`config.mk`:
```
export PLATFORM = sky130hd
export DESIGN_NAME = prgl_ctrl
export DESIGN_NICKNAME = d
export VERILOG_FILES = /design/src/hw/rtl/prgl_pkg.sv /design/src/hw/rtl/prgl_ctrl.sv
export SDC_FILE = /design/constraint.sdc
export NUM_CORES = 1
export LEC_CHECK = 0
export ABC_CLOCK_PERIOD_IN_PS = 3470
export BUFFER_PORTS_ARGS = -buffer_cell sky130_fd_sc_hd__buf_2
export CAP_MARGIN = 20
export CORE_AREA = 2 2 39 41
export CTS_BUF_LIST = sky130_fd_sc_hd__clkbuf_8
export DETAILED_ROUTE_END_ITERATION = 10
export DIE_AREA = 0 0 41 43
export RECOVER_POWER = 50
export REMOVE_ABC_BUFFERS = 1
export SYNTH_ARGS = -nofsm -noshare
export SYNTH_HDL_FRONTEND = slang
export SYNTH_SLANG_ARGS = --single-unit
```
`constraint.sdc`:
```
create_clock -name clk_i -period 3.47 [get_ports clk_i]
set_input_delay 0.694 -clock clk_i [delete_from_list [all_inputs] [get_ports clk_i]]
set_output_delay 0.694 -clock clk_i [all_outputs]
set_load 0.02 [all_outputs]
```
`src/hw/rtl/prgl_pkg.sv`:
```
// ----------------------------------------------------------------------------
// prgl_pkg: shared types and constants for the price range gain/loss block
// Field widths, status and operation codes, controller/datapath interface.
// ----------------------------------------------------------------------------
`timescale 1ns / 1ps
`default_nettype none

package prgl_pkg;

  localparam int unsigned DefaultDepth = 1024;

  localparam int unsigned PriceW = 31;
  localparam int unsigned IdxW   = 10;
  localparam int unsigned StatW  = 2;

  localparam logic OP_PUSH  = 1'b0;
  localparam logic OP_QUERY = 1'b1;

  localparam logic [StatW-1:0] STATUS_OK        = 2'd0;
  localparam logic [StatW-1:0] STATUS_FULL      = 2'd1;
  localparam logic [StatW-1:0] STATUS_BAD_RANGE = 2'd2;

  // controller -> datapath
  typedef struct packed {
    logic accept;    // item taken this cycle
    logic read;      // read next price of the range
    logic load_out;  // copy result into output register
  } cmd_t;

  // datapath -> controller
  typedef struct packed {
    logic range_ok;  // query range at the input is valid
    logic last_read; // read index has reached the range end
  } stat_t;

endpackage

`default_nettype wire

```
`src/hw/rtl/prgl_ctrl.sv`:
```
// ----------------------------------------------------------------------------
// prgl_ctrl: sequencing state machine
// Accepts items, steps the range scan and hands results to the output register.
// ----------------------------------------------------------------------------
`timescale 1ns / 1ps
`default_nettype none

module prgl_ctrl (
  input  wire logic          clk_i,
  input  wire logic          rst_ni,
  input  wire logic          in_valid_i,
  output logic               in_ready_o,
  input  wire logic          operation_i,
  output logic               out_valid_o,
  input  wire logic          out_ready_i,
  input  wire prgl_pkg::stat_t stat_i,
  output prgl_pkg::cmd_t     cmd_o
);

  localparam logic [1:0] ST_IDLE   = 2'd0;
  localparam logic [1:0] ST_SCAN   = 2'd1;
  localparam logic [1:0] ST_DRAIN  = 2'd2;
  localparam logic [1:0] ST_FINISH = 2'd3;

  logic [1:0] state_q, state_d;
  logic       out_valid_q, out_valid_d;
  logic       out_free;
  logic       accept;

  assign in_ready_o  = (state_q == ST_IDLE);
  assign accept      = in_valid_i && in_ready_o;
  assign out_free    = !out_valid_q || out_ready_i;
  assign out_valid_o = out_valid_q;

  always_comb begin
    state_d         = state_q;
    out_valid_d     = out_valid_q;
    cmd_o.accept    = accept;
    cmd_o.read      = 1'b0;
    cmd_o.load_out  = 1'b0;
    if (out_valid_q && out_ready_i) begin
      out_valid_d = 1'b0;
    end
    unique case (state_q)
      ST_IDLE: begin
        if (accept) begin
          if (operation_i == prgl_pkg::OP_QUERY && stat_i.range_ok) begin
            state_d = ST_SCAN;
          end else begin
            state_d = ST_FINISH;
          end
        end
      end
      ST_SCAN: begin
        cmd_o.read = 1'b1;
        if (stat_i.last_read) begin
          state_d = ST_DRAIN;
        end
      end
      ST_DRAIN: begin
        // last price is folded in at this edge
        state_d = ST_FINISH;
      end
      ST_FINISH: begin
        if (out_free) begin
          cmd_o.load_out = 1'b1;
          out_valid_d    = 1'b1;
          state_d        = ST_IDLE;
        end
      end
      default: state_d = ST_IDLE;
    endcase
  end

  always_ff @(posedge clk_i or negedge rst_ni) begin
    if (!rst_ni) begin
      state_q     <= ST_IDLE;
      out_valid_q <= 1'b0;
    end else begin
      state_q     <= state_d;
      out_valid_q <= out_valid_d;
    end
  end

endmodule

`default_nettype wire

```
* Word level (Yosys, flattened, before mapping)
Index checks and enable logic that the tools add are counted.
** Cells by class
- Add/subtract/negate cells :: 0
- Multipliers :: 0
- Divide/modulo/power cells :: 0
- $lt $le $gt $ge :: 0
- Eq/ne operators :: 6
- Shift operators :: 0
- Multiplexer cells :: 11
- Bitwise gates (word level) :: 0
- Reduce and logical (&&, ||, !) cells :: 7
** Operator list (count)
- 2-to-1 mux 2 bit :: 4
- one-hot mux 2 bit (4 select lines) :: 1
- 2-to-1 mux 1 bit :: 6
- equality test 2 bit, second input constant :: 2
- != test 2 bit, second input constant :: 2
- logical AND 1 bit :: 3
- AND reduction 3 bit :: 1
- equality test 2 x 1 -> 1 bit, second input constant :: 1
- zero test 2 bit :: 1
- != test 2 x 1 -> 1 bit, second input constant :: 1
- zero test 1 bit :: 1
- logical OR 1 bit :: 1
** Word-level totals
- Register bits :: 3
- Latch bits :: 0
- Bits in writable memories :: 0
- Bits in read-only memories :: 0
- Input port bits :: 7
- Output and inout bits :: 5
- Logic and storage cells :: 26
- Memories :: 0

* Longest topological paths before layout
Gate-level depths: netlist (run 1).
- Depth after elaboration :: 4
- Mapped depth :: 5
- Mapped depth without buffers :: 5

* Worst setup path before layout (run 1)
Ideal clock, no wire load.
- Path kind :: flip-flop to output port
- Start point :: reg state_q[0]
- End point :: out cmd_o[2] (netlist bit)
- Arrival :: 1096 ps
- Required time :: 2776 ps
- Path slack :: 1680 ps
- Stages on the path, launching flop included :: 5
- Path buffers :: 1
- Path through :: dfrtp_1 -> inv_1 -> ha_1 -> and2_1 -> buf_4
** On the way
- Word-level cells in the longest chain between the ends :: 2
** RTL lines
- from (decl) :: RTL line prgl_ctrl.sv:25 : logic [1:0] state_q, state_d;
- from (signal assigned) :: RTL line prgl_ctrl.sv:80 : state_q <= state_d;
- zero test 2 bit :: RTL line prgl_ctrl.sv:30 : assign in_ready_o = (state_q == ST_IDLE);
- net in_ready_o :: RTL line prgl_ctrl.sv:12 : output logic in_ready_o,
- logical AND 1 bit :: RTL line prgl_ctrl.sv:31 : assign accept = in_valid_i && in_ready_o;
- to (decl) :: RTL line prgl_ctrl.sv:17 : output prgl_pkg::cmd_t cmd_o
The timed path passes the listed nets, and every way through them passes these cells.

==> flow_summary.ini, run 1 <==
[run_status]
status = finished clean

[clocking]
clockBufferDepth = 2
clk_pin_slew_ns = 0.03
clk_latency_ns = 0.21
clkSinkCount = 3
ctsRootBufferMaster = clkbuf_8
cts_tree = yes
ctsHoldBuffers = 0
htree_levels = 1
cts_made_buffers = 3
cts_resized = 0
postCtsSetupRepairBufs = 0

[route]
ant_nets = 0
totalWireLength_um = 382
drt_iter0_drc = 1
viasPerCell = 3.70
detail_route.wl_per_cell_um = 7.21
drc = 0
vias = 196
dr.pass1.iters = 2

[worst_setup_path]
cp_data_required_time_ns = 2.78
start_kind = input pin
crit_type = in2out
crit_top_cell = buf_2
r2r_slack_ns = 2.18
cp.arrival_ns = 1.25
slowest_delay_ns = 0.16
slowest_stage = nand2b_1
worstSetupEndpointType = output port
critical_path.max_fanout = 3
path_cells = buf_2 > nand2b_1 > and2_1 > buf_2

[layout]
final_cells = 53
syn_to_final_growth_pct = 46.7
fin_nets = 49
drive_gt1_frac = 0.351
fillers = 153
diodes = 0
final_area_um2 = 330

[timing]
fin_crit_sh = 0.560
relSlewSlack = 0.789
drv_slew = 0
fin_skew_ns = 0.000125
setup_tns_ns = 0
finalSetupViolCount = 0
timing.fmax_mhz = 515
post-route-min-period_ns = 1.94
layout_setup_ws_ns = 1.53
worst_pin_slew_ns = 0.316
hold_viol_final = 0
rsz0062_at_grt = no

[floorplan]
chipWidth_um = 41
dieArea_mm2 = 0.00176
num_io_pins = 12
rows = 14
die_h_um = 43
core-area_mm2 = 0.00138
floorplan.initialDensity = 0.163

[global_routing]
grt_max_degree = 7
overflow = 0
grt_pass1_vias = 169
antenna_found_initial = 0
grt_pass1_wl_um = 614
grt.total_usage = 0.0603

[yosys]
synth_compound_area_frac = 0.0889
yosys_warnings = 0
synthMuxAreaShare = 0.0889
synth_edf_count = 0
synth.avg_cell_area_um2 = 9.79
netlist_instances = 23
synthSimpleGateAreaFrac = 0.167
synth_fa_ha_area_frac = 0.222
synth_common_cells = ha_1, inv_1, dfrtp_1
ys_seq_area_frac = 0.333
syn_area_um2 = 225
synthDistinctLibCells = 12
synth-seq-cells = 3
synth_area_leaders = dfrtp_1, ha_1, mux2i_1, inv_1, o221ai_2
synth.top_cell.area_share = 0.333
async_flop_share = 1.00
ys.flop_type = dfrtp_1
synth_top_area_cell = dfrtp_1
synth_top_family_by_area = adder cells
synth_xor_area_frac = 0

[placed_design]
dpl_cell_area_um2 = 293
place_inst = 49
numPortBuffers = 11
hpwl_um = 309
place.gp.congestion = 0.619
place_ws_ns = 1.52

[pwr]
vdd_drop_max_mv = 0.150
power.total_w = 0.000320
p_leak_nw = 0.182
p_per_area_mw_per_mm2 = 970

[run]
max_cap_violations = 0

[hold_path]
worst_hold_path_type = in2async
==> power by group <==
| part | total (W) | switching, W | internal [W] |
|---|---|---|---|
| clock network | 0.0000989 | 0.0000235 | 0.0000754 |
| logic | 0.000154 | 0.0000921 | 0.0000622 |
| registers | 0.0000671 | 0.0000124 | 0.0000547 |
| total | 0.000320 | 0.000128 | 0.000192 |
==> through the flow <==
stage	util	hold slack [ns]
after floorplan	-	0.398
after global placement	0.212	0.491
after detailed placement	0.212	0.492
after CTS	0.244	0.264
after global routing	0.239	0.291
final	0.239	0.275
==> logic make-up (layout without fill, tap and decap cells) <==
logic type | count (synthesis) | in the layout
flip-flops | 3 | 3
buffers and inverters | 5 | 19
AO/OA/AOI/OAI | 2 | 2
adder cells (fa/ha/maj) | 4 | 4
AND/OR/NAND/NOR | 7 | 7
multiplexers | 2 | 2
==> cell type report <==
class / instances / area [µm²] / share of cell area
Inverter: 4 / 15.0 / 0.0455
Sequential cell: 3 / 75.1 / 0.227
Clock buffer: 3 / 41.3 / 0.125
Tap cell: 16 / 20.0 / 0.0606
Timing Repair Buffer: 11 / 53.8 / 0.163
Multi-Input combinational cell: 15 / 121 / 0.367
Clock inverter: 1 / 3.75 / 0.0114
==> worst max-delay path, delay by kind of cell <==
| kind | cells | cell delay, ns |
|---|---|---|
| buffers and inverters | 2 | 0.24 |
| AND/OR/NAND/NOR | 2 | 0.32 |
==> sequential cells by signal, summed over array words and instances, names as in the netlist <==
signal / flops
state_q: 2
out_valid_o: 1
==> placed cells by master, fill, tap and decap left out <==
cell type,count
nand2b_1,2
clkbuf_1,1
nand3_1,1
inv_1,5
buf_2,10
o221ai_1,1
dfrtp_1,3
ha_1,4
mux2i_1,2
and2_1,2
nand2_1,1
nor2_1,1
o21ai_0,1
clkbuf_8,3
==> final timing paths <==
path,startpoint,end,cells past startpoint
setup / recovery,out_ready_i,cmd_o[0],4
setup reg to reg,state_q[1],state_q[0],5
hold reg to reg,out_valid_o,out_valid_o,2
min in group clk_i,out_valid_o,out_valid_o,2
max in group asynchronous,rst_ni,state_q[1],1
hold / removal,rst_ni,out_valid_o,1
==> per-layer routing <==
metal	routed length, µm	GRT usage
met1	156	0.0387
met2	173	0.0844
met3	37	0.0471
met4	14	0.0800
met5	0	0
(Power assumes the default switching activity.)
==> inputs of run 2 (changes only) <==
ABC_CLOCK_PERIOD_IN_PS = 1600   (was 3470)
clock period = 1.6 ns   (was 3.47 ns; I/O delays follow)
==> run 2 against run 1 <==
- count of clock-buffer cells in the layout stayed put
- sequential cell count stayed put
- worst hold slack better by 0.15 ns
- sequential power increased by 120%
- wire length up 9.2%
- cell count increased by 1.9%
- design area grew 8.3%
- non-clock buffer count grew 1
- largest cell class unchanged
==> flow_summary.ini, run 2 (same netlist as run 1, synthesis figures left out) <==
[run_status]
status = finished clean

[timing]
layout_setup_ws_ns = 0.110
holdWs_ns = 0.424
post-route-min-period_ns = 1.49
hold_viol_final = 0
drv_slew = 0
fin_skew_ns = 0.00140
relSlewSlack = 0.836
timing.fmax_mhz = 671
setup_tns_ns = 0
fin_crit_sh = 0.931
rsz0062_at_grt = no
worst_pin_slew_ns = 0.248
finalSetupViolCount = 0

[worst_setup_path]
slowest_stage = dfrtp_1
path_cells = inv_1 > ha_4 > and2_1 > buf_2
worstSetupEndpointType = output port
r2r_end = state_q[0]
start_kind = flip-flop
crit_type = reg2out
r2r_cells = 5
cp_data_required_time_ns = 1.28
rr_startpoint = state_q[1]
r2r_slack_ns = 0.31
slowest_delay_ns = 0.38
cp.arrival_ns = 1.17
critical_path.max_fanout = 6

[pwr]
internal-power_w = 0.000438
combinationalPowerShare = 0.521
p_leak_nw = 0.184
p_per_area_mw_per_mm2 = 2060
switchingPower_w = 0.000298
clkPwrFrac = 0.281
vdd_drop_max_mv = 0.387
seq_power_share = 0.198
switching_share = 0.405

[route]
drc = 0
drt_iter0_drc = 1
dr.pass1.iters = 2
vias = 193
ant_nets = 0
viasPerCell = 3.57
totalWireLength_um = 417
detail_route.wl_per_cell_um = 7.72

[layout]
final_area_um2 = 358
drive_gt1_frac = 0.368
largest_reg_flops = 2
layout_common_cells = buf_2, inv_1, ha_1, clkbuf_8, dfrtp_1
fin_nets = 50
fillers = 161
layout_commonest_cell = buf_2
diodes = 0
regMostFlops = state_q
post-route-util = 0.259
syn_to_final_growth_pct = 58.9

[floorplan]
chipWidth_um = 41
dieArea_mm2 = 0.00176
num_io_pins = 12
floorplan.initialDensity = 0.163
die_h_um = 43
core-area_mm2 = 0.00138
rows = 14

[hold_path]
worst_hold_path_type = in2reg
whs_path_depth = 4
min_from = stat_i[1]
hold_end = state_q[1]

[placed_design]
dpl_cell_area_um2 = 293
hpwl_um = 332
place_ws_ns = 0.256
place.gp.congestion = 0.636
numPortBuffers = 11

[global_routing]
met1_usage = 0.0324
overflow = 0
grt_max_degree = 7
use_met2 = 0.0938
grt.total_usage = 0.0614
grt_use_met3 = 0.0471
grt_pass1_wl_um = 634
grt_pass1_vias = 184
antenna_found_initial = 0
grt.busiest_layer = met2

[clocking]
ctsRootBufferMaster = clkbuf_8
clk_pin_slew_ns = 0.03
clockBufferDepth = 2
htree_levels = 1
cts_made_buffers = 3
cts_tree = yes
clk_latency_ns = 0.21
clkSinkCount = 3
postCtsSetupRepairBufs = 0

[run]
max_cap_violations = 0
==> run 2: worst max-delay path by stage <==
stage / from / slack (ns) / cells after the start / to
after floorplan: state_q[0] / 0.20 / 3 / cmd_o[2]
after global placement: state_q[1] / 0.27 / 4 / cmd_o[2]
after detailed placement: state_q[1] / 0.26 / 4 / cmd_o[2]
after CTS: state_q[1] / 0.02 / 4 / cmd_o[2]
after global routing: state_q[0] / 0.03 / 4 / cmd_o[2]
final: state_q[0] / 0.11 / 4 / cmd_o[2]
==> run 2: what timing repair did <==
| action | in CTS | in global routing |
|---|---|---|
| endpoints found under the setup margin | 0 | 1 |
| hold endpoints to repair | 3 | 0 |
| gates resized for setup | 0 | 2 |
| hold buffers | 1 | 0 |
==> run 2: through the flow <==
stage	total power, W	std cells
floorplan	0.000417	22
global placement	0.000506	49
detailed placement	0.000509	49
CTS	0.000731	54
global route	0.000814	54
finish	0.000736	54
==> run 2: critical path, delay by kind of cell, from the launching register on <==
kind,cells,cell delay (ns)
DFF,1,0.38
adders and majority gates,1,0.18
and+or+nand+nor,1,0.11
buffers and inverters,2,0.29
==> run 2: final cells by class <==
| class | instances | area, µm² | share of cell area |
|---|---|---|---|
| clock inverters | 1 | 3.75 | 0.0105 |
| multi-input cells | 15 | 140 | 0.392 |
| well taps | 16 | 20.0 | 0.0559 |
| clock buffers | 3 | 41.3 | 0.115 |
| flip-flops and latches | 3 | 75.1 | 0.210 |
| inverters | 4 | 15.0 | 0.0420 |
| repair buffers | 12 | 62.6 | 0.175 |
==> run 2: per-layer routing <==
layer | vias up | part of all wire
met3 | 0 | 0.082
met5 | - | 0
met1 | 86 | 0.38
met2 | 6 | 0.54
li1 | 101 | -
met4 | 0 | 0
==> run 2: power by group through the flow <==
stage | combinational (W) | sequential, W | clock [W]
floorplan | 0.000259 | 0.000158 | 0
global route | 0.000442 | 0.000151 | 0.000221
detailed placement | 0.000363 | 0.000146 | 0
CTS | 0.000370 | 0.000146 | 0.000215
global placement | 0.000362 | 0.000145 | 0
finish | 0.000384 | 0.000145 | 0.000207
